## src/sliding_median_filter_unit_defines.svh

```systemverilog
// Assertion macros for the sliding median filter.
// Included by sliding_median_filter_unit.sv; expects clk and rst_n in scope.
`ifndef SLIDING_MEDIAN_FILTER_UNIT_DEFINES_SVH
`define SLIDING_MEDIAN_FILTER_UNIT_DEFINES_SVH

// same-cycle implication
`define SMF_ASSERT_NOW(label, ante, cons, msg) \
    label: assert property (@(posedge clk) disable iff (!rst_n) (ante) |-> (cons)) \
        else $error(msg);

// next-cycle implication
`define SMF_ASSERT_NEXT(label, ante, cons, msg) \
    label: assert property (@(posedge clk) disable iff (!rst_n) (ante) |=> (cons)) \
        else $error(msg);

`endif

```

## src/smf_ram.sv

```systemverilog
// Generic single-write, single-read RAM with registered read data.
// No dependencies.
module smf_ram #(
    parameter int WIDTH = 16,
    parameter int DEPTH = 128
) (
    input  logic                     clk,
    input  logic                     wr_en,
    input  logic [$clog2(DEPTH)-1:0] wr_addr,
    input  logic [WIDTH-1:0]         wr_data,
    input  logic                     rd_en,
    input  logic [$clog2(DEPTH)-1:0] rd_addr,
    output logic [WIDTH-1:0]         rd_data
);

    logic [WIDTH-1:0] mem [DEPTH];

    always_ff @(posedge clk)
    begin
        if (wr_en)
        begin
            mem[wr_addr] <= wr_data;
        end
        if (rd_en)
        begin
            rd_data <= mem[rd_addr];
        end
    end

endmodule
```

## config.mk

```make
export PLATFORM = sky130hd
export DESIGN_NAME = smf_ram
export DESIGN_NICKNAME = d
export VERILOG_FILES = /design/src/sliding_median_filter_unit_defines.svh /design/src/smf_ram.sv
export SDC_FILE = /design/constraint.sdc
export NUM_CORES = 2
export LEC_CHECK = 0
export ABC_AREA = 1
export BUFFER_PORTS_ARGS = -buffer_cell sky130_fd_sc_hd__buf_2
export CORE_ASPECT_RATIO = 1.2
export CORE_MARGIN = 2
export CORE_UTILIZATION = 25
export DETAILED_ROUTE_END_ITERATION = 8
export PLACE_DENSITY = 0.48
export REMOVE_ABC_BUFFERS = 1
export SYNTH_ARGS = -nofsm -noshare
export SYNTH_HDL_FRONTEND = slang
export SYNTH_SLANG_ARGS = --single-unit
```

## constraint.sdc

```tcl
create_clock -name clk -period 1.77 [get_ports clk]
set_input_delay 0.177 -clock clk [delete_from_list [all_inputs] [get_ports clk]]
set_output_delay 0.177 -clock clk [all_outputs]
set_load 0.005 [all_outputs]
```

==> out/qor.yml <==
switchingPower_mw: 24.2
synth_cells: 6793
cpLargestDelayFamily: "flip-flops"
ios: 49
critical_path.slowest_cell: "sky130_fd_sc_hd__edfxtp_1"
worst-endpoint-required_ps: 1590
p_per_area_nw_per_um2: 1030
drtAntennaViolNets: 0
globalRouteMet3Util_pct: 1.71
avgViaCountPerCell: 4.63
dieArea_um2: 337000
place.gp.congestion: 0.874
via_count: 55100
clock_sinks: 2064
worst_clock_skew_ps: 57.8
grt_pass1_vias: 54000
synth_cell_types: 14
ys_top_cells_by_area: "sky130_fd_sc_hd__edfxtp_1 75%, sky130_fd_sc_hd__nand3_1 12%, sky130_fd_sc_hd__nand2_1 9.4%"
synth.yosys.seq_area_share_pct: 74.7
timing.final.hold_violations: 0
core_region_um2: 330000
insertion_delay_to_the_later_sink_of_the_worst_skew_pair_ps: 870
cts_max_path_buffers: 4
synth.largest_area_cell: "sky130_fd_sc_hd__edfxtp_1"
gr-total-overflow: 0
routed_wire_length_per_instance_um: 22.4
yosysTopAreaCellShare_pct: 74.7
final.period_utilization_pct: 105
initial_core_util_pct: 25.1
timing.hold.worst.class: "in2reg"
placed_cells: 11500
timing.final.setup_violations: 15
power.switching_fraction_pct: 23.1
ctsHtreeMaxLevel: 4
result_of_the_run: "finished, violations left"
grt_use_met1_pct: 19.8
failing_checks: "negative setup slack"
drive_above_1_share_pct: 15.2
leakage_nw: 35.6
antenna_found_initial: 16
crit_buf_inv: 1
crit_chain: "buf_2"
post-route-drc-count: 0
syn_area_um2: 83000
slew_violations: 0
finalWorstSetupSlack_ps: -85.9
power.combinational.fraction_pct: 7.5
die_w_um: 530
clkPwrFrac_pct: 41.0
syn_area_per_cell_um2: 12.2
unrepaired_setup_endpoints_after_global_routing: "yes"
die_h_um: 635
top_usage_layer: "met2"
critical_path.startpoint_type: "register"
cts.clk_slew.worst_paths_ps: 60
achievable-frequency_mhz: 539
path_class: "reg2out"
tritoncts: "done"
met2_usage_pct: 26.4
fin_cells: 11900
synth-seq-cells: 2064
ys.warnings.count: 0
critical_path_peak_fanout: 1
seqPwrFrac_pct: 51.5
timing.critical_path.arrival_ps: 1680
maxCapViolCount: 0
num-nets-final: 7344
worst_slew_pin_slew_ps: 812
peakVddDrop_mv: 0.826
setup_tns_ps: -403
largest_net_degree_at_the_start_of_global_routing: 81
dr.first_iter.drc_count: 4844
grt_pass1_wl_mm: 386
placement.io_buffers: 48
syn_to_final_growth_pct: 23.2
grt_use_total_pct: 15.4
root_buffer: "sky130_fd_sc_hd__clkbuf_16"
max-slew-margin-rel_pct: 45.9
dp.final_hpwl_mm: 173
crit_path_max_incr_delay_ps: 610
final.fill_count: 33200
worstSetupEndpointType: "output pin"
std_cell_rows: 231
total_wirelength_of_the_detailed_routed_design_mm: 266
finalWorstPathRequiredPeriod_ps: 1860
internal-power_mw: 80.7
cts_buffers: 204
drt_first_pass_iters: 6
==> worst paths after layout <==
path / slack (ps) / cells past startpoint / start / end
setup / recovery: -90 / 1 / rd_data[13]$_DFFE_PP_ / rd_data[13]
hold / removal: 80 / 5 / rd_addr[5] / rd_data[9]$_DFFE_PP_
setup reg to reg: 40 / 9 / mem[113][6]$_DFFE_PP_ / rd_data[6]$_DFFE_PP_
hold reg to reg: 930 / 8 / mem[92][9]$_DFFE_PP_ / rd_data[9]$_DFFE_PP_
==> state kept, by name (all words and copies together) (netlist names) <==
| name | flops |
|---|---|
| mem | 2048 |
| rd_data | 16 |
==> kinds of logic after synthesis <==
logic type | share of synthesized area (%)
AND/OR/NAND/NOR | 22.3
flip-flops | 74.7
buffers and inverters | 3.05
==> routing by layer <==
layer  vias up  share of wire [%]
met5         -             0.0026
met4         2                4.3
met3       419                4.7
met2      1560                 49
met1     27800                 42
li1      25300                  -
==> cells in the mapped netlist <==
cell,count
sky130_fd_sc_hd__buf_8,1
sky130_fd_sc_hd__nor2_1,134
sky130_fd_sc_hd__nor3_1,8
sky130_fd_sc_hd__nand3_1,2019
sky130_fd_sc_hd__inv_1,21
sky130_fd_sc_hd__inv_2,2
sky130_fd_sc_hd__buf_1,41
sky130_fd_sc_hd__inv_4,1
sky130_fd_sc_hd__buf_2,251
sky130_fd_sc_hd__buf_6,22
sky130_fd_sc_hd__buf_4,61
sky130_fd_sc_hd__nand2_1,2087
sky130_fd_sc_hd__clkbuf_1,81
sky130_fd_sc_hd__edfxtp_1,2064
==> layout by cell type, fill, tap and decap left out <==
cell and n:
sky130_fd_sc_hd__buf_2 27, sky130_fd_sc_hd__diode_2 6, sky130_fd_sc_hd__inv_16 1, sky130_fd_sc_hd__inv_2 1, sky130_fd_sc_hd__clkinv_4 4, sky130_fd_sc_hd__nand3_2 69
sky130_fd_sc_hd__clkinv_1 37, sky130_fd_sc_hd__inv_1 19, sky130_fd_sc_hd__clkinvlp_4 8, sky130_fd_sc_hd__nor2_2 19, sky130_fd_sc_hd__nor2_1 114, sky130_fd_sc_hd__nand3_1 1941
sky130_fd_sc_hd__inv_4 1, sky130_fd_sc_hd__dlygate4sd3_1 21, sky130_fd_sc_hd__clkinv_8 1, sky130_fd_sc_hd__buf_8 3, sky130_fd_sc_hd__nand3_4 9, sky130_fd_sc_hd__nor3_2 3
sky130_fd_sc_hd__buf_4 448, sky130_fd_sc_hd__clkbuf_16 208, sky130_fd_sc_hd__edfxtp_1 2064, sky130_fd_sc_hd__buf_12 267, sky130_fd_sc_hd__inv_6 4, sky130_fd_sc_hd__inv_8 3
sky130_fd_sc_hd__nand2_1 2087, sky130_fd_sc_hd__clkinv_16 1, sky130_fd_sc_hd__clkinv_2 33, sky130_fd_sc_hd__nor2_4 1, sky130_fd_sc_hd__nor3_1 5, sky130_fd_sc_hd__buf_6 2
sky130_fd_sc_hd__clkbuf_1 48, sky130_fd_sc_hd__bufinv_16 19
==> power groups by stage <==
stage	sequential, mW	clock, mW	combinational (mW)
6_report	54.1	43.0	7.87
5_1_grt	54.1	45.6	8.45
4_1_cts	54.1	43.9	7.90
3_5_place_dp	55.1	0	7.77
3_3_place_gp	55.1	0	7.74
2_1_floorplan	55.1	0	2.82
==> per-stage QoR <==
| stage | instance area (um^2) | setup slack, ps | util, % | hold slack, ps | power, mW |
|---|---|---|---|---|---|
| 6_report | 102000 | -85.9 | 31.0 | 80.9 | 105 |
| 5_1_grt | 102000 | -135 | 31.0 | 57.7 | 108 |
| 4_1_cts | 102000 | -133 | 30.9 | 16.5 | 106 |
| 3_5_place_dp | 95000 | -940 | 28.8 | 457 | 62.9 |
| 3_3_place_gp | 95000 | -992 | 28.8 | 451 | 62.9 |
| 2_1_floorplan | 80600 | -4030 | - | 276 | 57.9 |
==> repair_timing <==
action,CTS,global route
hold buffers,22,0
setup endpoints to repair,21,91
gates cloned,0,1
hold endpoints to repair,1372,0
setup buffers,0,1
gates resized for setup,44,52
pin swaps,2,7
==> area by class of cell <==
cell class	instances	area, um^2	area share (%)
Clock buffer	255	5360	5.24
Inverter	24	124	0.121
Multi-Input combinational cell	4248	19000	18.6
Antenna cell	6	15.0	0.0147
Clock inverter	108	1060	1.04
Sequential cell	2064	62000	60.6
Timing Repair Buffer	769	9150	8.95
Tap cell	4427	5540	5.42
(Power assumes the default switching activity.)
